--- src/sv/plm_pkg.sv ---
// Shared constants and payload types for the piecewise-linear membership block.
// No dependencies; compile this file first.
package plm_pkg;

  localparam int LANE_W             = 16;
  localparam int MAX_LANES          = 8;
  localparam int DEFAULT_MAX_POINTS = 8;
  localparam int CFG_DATA_W         = 64;
  localparam int CFG_INDEX_W        = 3;
  localparam int PCOUNT_W           = 4;
  localparam int SEG_W              = 4;

  // 1.0 in Q1.15, one bit wider than a lane so it compares against raw lanes
  localparam logic [LANE_W:0] ONE_Q15 = 17'h08000;

  typedef logic signed [LANE_W-1:0] sample_t;
  typedef logic        [LANE_W-1:0] degree_t;
  typedef logic        [SEG_W-1:0]  segment_t;

  // Configuration register indexes
  typedef enum logic [CFG_INDEX_W-1:0] {
    CFG_X_LOW       = 3'd0,
    CFG_X_HIGH      = 3'd1,
    CFG_Y_LOW       = 3'd2,
    CFG_Y_HIGH      = 3'd3,
    CFG_POINT_COUNT = 3'd4
  } cfg_reg_t;

endpackage

--- src/sv/plm_channels.sv ---
// Valid/ready channel interfaces for the sample input and the result output.
// Depends on plm_pkg for the payload types.
interface plm_sample_if;
  import plm_pkg::*;
  logic    valid;
  logic    ready;
  sample_t sample_in;
  modport source (output valid, output sample_in, input ready);
  modport sink   (input valid, input sample_in, output ready);
endinterface

interface plm_result_if;
  import plm_pkg::*;
  logic     valid;
  logic     ready;
  degree_t  degree;
  segment_t segment;
  logic     table_invalid;
  modport source (output valid, output degree, output segment, output table_invalid,
                  input ready);
  modport sink   (input valid, input degree, input segment, input table_invalid,
                  output ready);
endinterface

--- src/sv/piecewise_linear_membership.sv ---
// Top level: piecewise-linear fuzzy membership evaluator with bit-serial datapath.
// Depends on plm_pkg and on plm_sample_if / plm_result_if from plm_channels.sv.
//
//   Channel   Direction  Handshake          Payload
//   sample    in         valid / ready      sample_in (signed 16)
//   result    out        valid / ready      degree (16), segment (4), table_invalid (1)
//   config    in         cfg_we, no stall   cfg_index (3), cfg_data (64)
//
// One sample at a time. A sample inside the table passes through segment search,
// operand setup, a shift-add multiply and a restoring division (one bit per cycle
// each), and a final add and clamp. Samples at or below the first point, above the
// last point or in a zero-width segment skip the serial unit.
// Synchronous reset clears the table to all zeros with one point in use.
// A finished result sits in the output register; a new sample is taken meanwhile,
// and the block holds its final step while the output register is still full.
module piecewise_linear_membership #(
  parameter int MAX_POINTS = plm_pkg::DEFAULT_MAX_POINTS
) (
  input  logic                            clk,
  input  logic                            rst,
  input  logic                            cfg_we,
  input  logic [plm_pkg::CFG_INDEX_W-1:0] cfg_index,
  input  logic [plm_pkg::CFG_DATA_W-1:0]  cfg_data,
  plm_sample_if.sink                      sample,
  plm_result_if.source                    result
);
  import plm_pkg::*;

  localparam int IDX_W = (MAX_POINTS > 1) ? $clog2(MAX_POINTS) : 1;
  localparam int CNT_W = $clog2(LANE_W);
  localparam logic [PCOUNT_W-1:0] MAX_N = PCOUNT_W'(MAX_POINTS);
  localparam logic [CNT_W-1:0] LAST_STEP = CNT_W'(LANE_W - 1);

  typedef enum logic [2:0] {
    ST_IDLE, ST_FIND, ST_SETUP, ST_MUL, ST_DIV, ST_DONE
  } state_t;

  typedef enum logic [1:0] {
    MODE_BELOW, MODE_ABOVE, MODE_INSIDE
  } mode_t;

  // Configuration registers
  logic [CFG_DATA_W-1:0] x_low, x_high, y_low, y_high;
  logic [PCOUNT_W-1:0]   point_count;

  // Per-item registers
  state_t               state;
  mode_t                mode;
  sample_t              sample_reg;
  logic [SEG_W-1:0]     seg_reg;
  logic [IDX_W-1:0]     hit_reg;
  logic                 bad_reg;
  logic [LANE_W-1:0]    base;
  logic                 neg;
  logic [LANE_W-1:0]    mcand;
  logic [LANE_W-1:0]    divisor;
  logic [2*LANE_W-1:0]  prod;
  logic [CNT_W-1:0]     cnt;

  // Output register
  logic                 out_valid;
  degree_t              out_degree;
  segment_t             out_segment;
  logic                 out_invalid;

  // Decoded table
  logic [2*CFG_DATA_W-1:0] x_cat, y_cat;
  logic signed [LANE_W-1:0] x_lane [MAX_POINTS];
  logic [LANE_W-1:0]        y_raw  [MAX_POINTS];
  logic [LANE_W-1:0]        y_lane [MAX_POINTS];
  logic [PCOUNT_W-1:0]      n_used;
  logic [IDX_W-1:0]         last_idx;
  logic                     table_bad;

  // Search and select
  logic [MAX_POINTS-1:0]    le;
  logic [IDX_W-1:0]         hit;
  logic [IDX_W-1:0]         hit_m1;
  logic signed [LANE_W-1:0] x0, xk;
  logic [LANE_W-1:0]        y0, yk, y_last;
  logic signed [LANE_W:0]   dx, dy, x_off, dy_mag;

  // Serial steps and final add
  logic [LANE_W:0]          mul_sum;
  logic [LANE_W:0]          div_trial;
  logic                     div_ge;
  logic [LANE_W:0]          div_rem;
  logic signed [LANE_W+1:0] q_signed, r_sum;
  degree_t                  r_clamped;

  // Split the lane words and clamp y for the datapath
  always_comb begin
    x_cat = {x_high, x_low};
    y_cat = {y_high, y_low};
    for (int k = 0; k < MAX_POINTS; k++) begin
      x_lane[k] = x_cat[k*LANE_W +: LANE_W];
      y_raw[k]  = y_cat[k*LANE_W +: LANE_W];
      y_lane[k] = ({1'b0, y_raw[k]} > ONE_Q15) ? ONE_Q15[LANE_W-1:0] : y_raw[k];
    end
  end

  // Points in use, saturated to 1..MAX_POINTS
  always_comb begin
    if (point_count == '0) begin
      n_used = PCOUNT_W'(1);
    end else if (point_count > MAX_N) begin
      n_used = MAX_N;
    end else begin
      n_used = point_count;
    end
    last_idx = IDX_W'(n_used - PCOUNT_W'(1));
  end

  // Table consistency: sorted x and y lanes within 1.0
  always_comb begin
    logic bad;
    bad = 1'b0;
    for (int k = 0; k < MAX_POINTS; k++) begin
      if (PCOUNT_W'(k) < n_used && {1'b0, y_raw[k]} > ONE_Q15) begin
        bad = 1'b1;
      end
    end
    for (int k = 1; k < MAX_POINTS; k++) begin
      if (PCOUNT_W'(k) < n_used && x_lane[k-1] > x_lane[k]) begin
        bad = 1'b1;
      end
    end
    table_bad = (n_used > PCOUNT_W'(1)) && bad;
  end

  // Compare the sample against every breakpoint and take the first segment hit
  always_comb begin
    hit = '0;
    for (int k = 0; k < MAX_POINTS; k++) begin
      le[k] = (sample_reg <= x_lane[k]);
    end
    for (int k = MAX_POINTS - 1; k >= 1; k--) begin
      if (PCOUNT_W'(k) < n_used && le[k]) begin
        hit = IDX_W'(k);
      end
    end
  end

  // Select segment end points and form the differences
  always_comb begin
    hit_m1 = hit_reg - IDX_W'(1);
    x0     = '0;
    xk     = '0;
    y0     = '0;
    yk     = '0;
    y_last = '0;
    for (int k = 0; k < MAX_POINTS; k++) begin
      if (IDX_W'(k) == hit_reg) begin
        xk = x_lane[k];
        yk = y_lane[k];
      end
      if (IDX_W'(k) == hit_m1) begin
        x0 = x_lane[k];
        y0 = y_lane[k];
      end
      if (IDX_W'(k) == last_idx) begin
        y_last = y_lane[k];
      end
    end
    dx     = $signed({xk[LANE_W-1], xk}) - $signed({x0[LANE_W-1], x0});
    x_off  = $signed({sample_reg[LANE_W-1], sample_reg}) - $signed({x0[LANE_W-1], x0});
    dy     = $signed({1'b0, yk}) - $signed({1'b0, y0});
    dy_mag = dy[LANE_W] ? -dy : dy;
  end

  // One shift-add multiply step and one restoring division step
  always_comb begin
    mul_sum   = prod[0] ? ({1'b0, prod[2*LANE_W-1:LANE_W]} + {1'b0, mcand})
                        : {1'b0, prod[2*LANE_W-1:LANE_W]};
    div_trial = {prod[2*LANE_W-1:LANE_W], prod[LANE_W-1]};
    div_ge    = (div_trial >= {1'b0, divisor});
    div_rem   = div_ge ? (div_trial - {1'b0, divisor}) : div_trial;
  end

  // Add the signed quotient to the base and clamp to 0..1.0
  always_comb begin
    q_signed = $signed({2'b00, prod[LANE_W-1:0]});
    if (neg) begin
      q_signed = -q_signed;
    end
    r_sum = $signed({2'b00, base}) + q_signed;
    if (r_sum < 0) begin
      r_clamped = '0;
    end else if (r_sum > $signed({1'b0, ONE_Q15})) begin
      r_clamped = ONE_Q15[LANE_W-1:0];
    end else begin
      r_clamped = r_sum[LANE_W-1:0];
    end
  end

  // Configuration writes
  always_ff @(posedge clk) begin
    if (rst) begin
      x_low       <= '0;
      x_high      <= '0;
      y_low       <= '0;
      y_high      <= '0;
      point_count <= PCOUNT_W'(1);
    end else if (cfg_we) begin
      case (cfg_reg_t'(cfg_index))
        CFG_X_LOW:       x_low       <= cfg_data;
        CFG_X_HIGH:      x_high      <= cfg_data;
        CFG_Y_LOW:       y_low       <= cfg_data;
        CFG_Y_HIGH:      y_high      <= cfg_data;
        CFG_POINT_COUNT: point_count <= cfg_data[PCOUNT_W-1:0];
        default: ;
      endcase
    end
  end

  // Sequencer, serial datapath and output register
  always_ff @(posedge clk) begin
    if (rst) begin
      state     <= ST_IDLE;
      out_valid <= 1'b0;
    end else begin
      // drop the result once the sink takes it; the final step reloads it itself
      if (out_valid && result.ready && state != ST_DONE) begin
        out_valid <= 1'b0;
      end
      case (state)
        ST_IDLE: begin
          if (sample.valid) begin
            sample_reg <= sample.sample_in;
            state      <= ST_FIND;
          end
        end
        ST_FIND: begin
          bad_reg <= table_bad;
          hit_reg <= hit;
          if (le[0]) begin
            mode    <= MODE_BELOW;
            seg_reg <= '0;
          end else if (!le[last_idx]) begin
            mode    <= MODE_ABOVE;
            seg_reg <= SEG_W'(n_used);
          end else begin
            mode    <= MODE_INSIDE;
            seg_reg <= SEG_W'(hit);
          end
          state <= ST_SETUP;
        end
        ST_SETUP: begin
          cnt <= '0;
          if (mode == MODE_INSIDE && dx > 0) begin
            base    <= y0;
            neg     <= dy[LANE_W];
            mcand   <= dy_mag[LANE_W-1:0];
            divisor <= dx[LANE_W-1:0];
            prod    <= {{LANE_W{1'b0}}, x_off[LANE_W-1:0]};
            state   <= ST_MUL;
          end else begin
            neg  <= 1'b0;
            prod <= '0;
            case (mode)
              MODE_BELOW: base <= y_lane[0];
              MODE_ABOVE: base <= y_last;
              default:    base <= yk;
            endcase
            state <= ST_DONE;
          end
        end
        ST_MUL: begin
          // add the multiplicand under the low bit, shift the product right;
          // the step count wraps to zero for the division
          prod <= {mul_sum, prod[LANE_W-1:1]};
          cnt  <= cnt + CNT_W'(1);
          if (cnt == LAST_STEP) begin
            state <= ST_DIV;
          end
        end
        ST_DIV: begin
          // shift in one dividend bit, subtract if it fits, shift in the quotient bit
          prod <= {div_rem[LANE_W-1:0], prod[LANE_W-2:0], div_ge};
          cnt  <= cnt + CNT_W'(1);
          if (cnt == LAST_STEP) begin
            state <= ST_DONE;
          end
        end
        ST_DONE: begin
          // hold until the output register is free
          if (!out_valid || result.ready) begin
            out_valid   <= 1'b1;
            out_degree  <= r_clamped;
            out_segment <= seg_reg;
            out_invalid <= bad_reg;
            state       <= ST_IDLE;
          end
        end
        default: state <= ST_IDLE;
      endcase
    end
  end

  assign sample.ready         = (state == ST_IDLE);
  assign result.valid         = out_valid;
  assign result.degree        = out_degree;
  assign result.segment       = out_segment;
  assign result.table_invalid = out_invalid;

endmodule
--- src/flat_wrapper.sv ---
// flat-port wrapper written by rule: the top's interface ports become plain ports
module piecewise_linear_membership_flat import plm_pkg::*;
#(
  parameter int MAX_POINTS = plm_pkg::DEFAULT_MAX_POINTS
)
  (clk, rst, cfg_we, cfg_index, cfg_data, sample_valid, sample_sample_in, sample_ready, result_valid, result_degree, result_segment, result_table_invalid, result_ready);
  plm_sample_if sample_i ();
  plm_result_if result_i ();
  input  logic clk;
  input  logic rst;
  input  logic cfg_we;
  input  logic [plm_pkg::CFG_INDEX_W-1:0] cfg_index;
  input  logic [plm_pkg::CFG_DATA_W-1:0] cfg_data;
  input wire logic [$bits(sample_i.valid)-1:0] sample_valid;
  input wire logic [$bits(sample_i.sample_in)-1:0] sample_sample_in;
  output wire logic [$bits(sample_i.ready)-1:0] sample_ready;
  output wire logic [$bits(result_i.valid)-1:0] result_valid;
  output wire logic [$bits(result_i.degree)-1:0] result_degree;
  output wire logic [$bits(result_i.segment)-1:0] result_segment;
  output wire logic [$bits(result_i.table_invalid)-1:0] result_table_invalid;
  input wire logic [$bits(result_i.ready)-1:0] result_ready;
  assign sample_i.valid = sample_valid;
  assign sample_i.sample_in = sample_sample_in;
  assign sample_ready = sample_i.ready;
  assign result_valid = result_i.valid;
  assign result_degree = result_i.degree;
  assign result_segment = result_i.segment;
  assign result_table_invalid = result_i.table_invalid;
  assign result_i.ready = result_ready;
  piecewise_linear_membership #(.MAX_POINTS(MAX_POINTS)) u_core (.clk(clk), .rst(rst), .cfg_we(cfg_we), .cfg_index(cfg_index), .cfg_data(cfg_data), .sample(sample_i), .result(result_i));
endmodule
--- config.mk ---
export PLATFORM = sky130hd
export DESIGN_NAME = piecewise_linear_membership_flat
export DESIGN_NICKNAME = d
export VERILOG_FILES = /design/src/sv/plm_pkg.sv /design/src/sv/plm_channels.sv /design/src/sv/piecewise_linear_membership.sv /design/src/flat_wrapper.sv
export SDC_FILE = /design/constraint.sdc
export NUM_CORES = 2
export LEC_CHECK = 0
export ABC_AREA = 1
export BUFFER_PORTS_ARGS = -buffer_cell sky130_fd_sc_hd__buf_4
export CAP_MARGIN = 5
export CORE_AREA = 4 4 234 293
export CTS_CLUSTER_DIAMETER = 150
export DETAILED_ROUTE_END_ITERATION = 7
export DIE_AREA = 0 0 238 297
export PLACE_DENSITY = 0.61
export SYNTH_ARGS = -nofsm -noshare
export SYNTH_HDL_FRONTEND = slang
export SYNTH_SLANG_ARGS = --single-unit
--- constraint.sdc ---
create_clock -name clk -period 6.1 [get_ports clk]
set_input_delay 0.915 -clock clk [delete_from_list [all_inputs] [get_ports clk]]
set_output_delay 0.915 -clock clk [all_outputs]
set_load 0.005 [all_outputs]
==> out/metrics.csv <==
stage;metric;value;unit
routing;vias;32000;
placed_design;gp_congestion;1.03;
clocking;cts_buffer_depth;3;
sta;max_slew.worst_pin.slew;1.16;ns
worst_hold_path;hold_depth;2;
logic_synthesis;synth_most_common_cell;nand2_1;
placed_design;dp_hpwl;98.5;mm
logic_synthesis;synth_top_area_share;0.169;
logic_synthesis;ys_types;69;
routing;met1_length;51.6;mm
global_route;antenna_found_initial;5;
logic_synthesis;syn_area;31300;sq um
logic_synthesis;synthAdderAreaFrac;0.136;
global_route;gr-total-overflow;0;
power_and_ir_drop;pwr_density_cell;322;nW/um^2
critical_path;cp_cell_sequence;inv_4 -> nand2_1 -> o22ai_1 -> a21oi_1 -> o221ai_1 -> a2111oi_0 -> ha_1 -> a21oi_1 -> nor3_1 -> a2111oi_0 -> nand2_1 -> nand2_1 -> nand2_1 -> nand2_1 -> nor2_4 -> nand3_4 -> nand4_1 -> nor2_2 -> buf_4;
clocking;cts_tree;done;
routing;met3_length;11.9;mm
global_route;grt_pass1_vias;29400;
logic_synthesis;syn_nets;4864;
worst_hold_path;whs_endpoint;u_core.y_high[43];
critical_path;critPathMaxFanout;32;
global_route;grt_pass1_wl;185;mm
critical_path;reg2reg_to;u_core.divisor[15];
logic_synthesis;ys_ff_latch;396;
power_and_ir_drop;leakage;14.8;nW
clocking;numCtsBuffers;47;
floorplan;fp-row-count;105;
sta;period_needed;5.30;ns
logic_synthesis;yosysSeqAreaShare;0.296;
final_layout;final_cells;5338;
floorplan;fp.coreArea;65600;sq um
logic_synthesis;synth.mux.area_fraction;0.000320;
critical_path;worst_ep_required_time;6.33;ns
global_route;grt_max_degree;119;
placed_design;post_dp_cell_area;32600;sq um
critical_path;cpLargestDelayFamily;compound AO/OA/AOI/OAI gates;
logic_synthesis;syn_area_per_cell;7.05;sq um
final_layout;area_growth;9.33;%
logic_synthesis;yosys.area.top_type;dfxtp_1;
flow_run;cap_violations;0;
floorplan;dieHeight;297;um
logic_synthesis;synth-xor-area-share;0.0258;
worst_hold_path;hp-class;reg -> reg;
critical_path;path_common_cell;nand2_1;
floorplan;num_io_pins;111;
global_route;grt_use_total;0.343;
outcome;violations;DRC;
final_layout;final_nets;4865;
sta;max_freq;0.189;GHz
routing;dr.pass1.iters;8;
sta;setup_violations;0;
critical_path;endpoint_kind;flop;
floorplan;die_area;70700;sq um
floorplan;start_util;0.477;
critical_path;reg2reg_depth;19;
clocking;clock_sinks;396;
sta;relSlewSlack;0.224;
critical_path;timing.rr.start;u_core.hit_reg[2];
logic_synthesis;async_reset_ff_frac;0;
placed_design;portBuffers;110;
critical_path;max_stage_delay;0.69;ns
logic_synthesis;synth_compound_area_frac;0.237;
clocking;path_clk_slew;0.06;ns
power_and_ir_drop;vdd_drop_max;0.243;mV
routing;topRoutingLayerUsed;met5;
logic_synthesis;synthTopCellsByCount;nand2_1, inv_1, o21ai_0;
critical_path;rrSetupSlack;0.80;ns
routing;drc;4;
sta;min_period_over_period;0.869;
sta;slew_viol_final;0;
sta;skew;0.0415;ns
clocking;post-cts-setup-buffers;0;
routing;ant_nets;0;
critical_path;critPathBufInv;2;
clocking;cts-hold-fix-buffers;0;
critical_path;crit_type;reg -> reg;
sta;hold_violations;0;
routing;vias_per_cell;5.99;
routing;wl_met2;55.2;mm
logic_synthesis;synth_top_family_by_area;compound AO/OA/AOI/OAI gates;
worst_hold_path;min-delay-start;u_core.y_high[43];
logic_synthesis;synth_edf_count;132;
critical_path;crit_path_top_delay_cell;a2111oi_0;
logic_synthesis;yosys.area_share.simple;0.214;
sta;rsz0062_at_grt;no;
final_layout;design_area;34200;sq um
outcome;status;complete, but fails checks;
logic_synthesis;yosys-top-cells-area;dfxtp_1, ha_1, edfxtp_1, nand2_1, o21ai_0;
sta;fin_tns_setup;0;ns
critical_path;crit_arrival;5.53;ns
routing;drt_wl_total;127;mm
logic_synthesis;ys_warn_count;0;
critical_path;start_kind;flop;
logic_synthesis;synth_ff_type;dfxtp_1;
clocking;cts_root_buffer;clkbuf_16;
final_layout;drive_gt1_frac;0.0686;
routing;drt_iter0_drc;3703;
placed_design;dp.cells;5247;
routing;avgRoutedWirePerCell;23.8;um
clocking;clk_latency;0.62;ns
floorplan;die_w;238;um
clocking;postCtsResizedCells;0;
logic_synthesis;synthCells;4439;
sta;hold_slack;0.473;ns
clocking;htreeDepth;2;
==> worst register-to-register path, delay by kind of cell, from the launching register on <==
family          cells  cell delay [ns]
simple gates       10             1.40
buf+inv             2             0.52
compound gates      6             1.98
fa+ha+maj           1             0.42
flops               1             0.60
==> final cells by class <==
type                            instances  area, sq um
Antenna cell                            5         12.5
Clock buffer                           75         1440
Clock inverter                         11          124
Fill cell                            6690        31300
Inverter                              541         2040
Multi-Input combinational cell       3311        19200
Sequential cell                       396         9250
Tap cell                              856         1070
Timing Repair Buffer                  143         1070
==> how the worst max path moves through the flow <==
stage                     depth (start not counted)         startpoint                 end
after CTS                                        19  u_core.hit_reg[2]  u_core.divisor[15]
after floorplan                                  24  u_core.hit_reg[2]   u_core.divisor[0]
after detailed placement                         19  u_core.hit_reg[2]   u_core.divisor[9]
after global placement                           19  u_core.hit_reg[2]   u_core.divisor[9]
final                                            19  u_core.hit_reg[2]  u_core.divisor[15]
after global routing                             22  u_core.hit_reg[2]   u_core.divisor[9]
==> power breakdown <==
part           internal [mW]  total [mW]  switching (mW)  leakage (nW)
registers               3.08        3.33           0.245          3.36
clock network           1.70        2.92            1.23         0.759
logic                   1.55        4.78            3.22          10.6
==> layer usage <==
layer,vias to the layer above,track usage
li1,15300,-
met1,14800,0.464
met2,1593,0.531
met3,252,0.0542
met4,2,0.174
met5,-,0
==> placed cells by master (no fill, tap or decap), types with 17 or more instances in the layout <==
| cell type | n |
|---|---|
| a221oi_1 | 20 |
| o21ai_1 | 25 |
| nand3_1 | 193 |
| o211ai_1 | 39 |
| o22ai_1 | 95 |
| nand2_1 | 731 |
| inv_1 | 521 |
| dfxtp_1 | 264 |
| nor2_1 | 469 |
| clkbuf_16 | 50 |
| edfxtp_1 | 132 |
| o221ai_1 | 22 |
| ha_1 | 333 |
| buf_4 | 143 |
| o2111ai_1 | 32 |
| o21bai_1 | 23 |
| o21ai_0 | 483 |
| a21oi_1 | 465 |
| o32ai_1 | 17 |
| xor2_1 | 56 |
| xnor2_1 | 36 |
| nor3_1 | 42 |
| nand4_1 | 63 |
==> through the flow <==
step                power [mW]  setup slack, ns   util
detailed placement        8.08             1.02  0.498
CTS                       11.0            0.979  0.522
finish                    11.0            0.801  0.522
floorplan                 6.63            0.562      -
global route              11.7            0.483  0.522
global placement          8.06             1.03  0.498
==> logic make-up after synthesis <==
| family | Yosys count |
|---|---|
| AOI/OAI and AO/OA | 1307 |
| xor gates and xnor gates | 92 |
| and+or+nand+nor | 1574 |
| muxes | 1 |
| adders and majority gates | 337 |
| buffers and inverters | 732 |
| DFF | 396 |
Power figures use the tool's default switching activity.
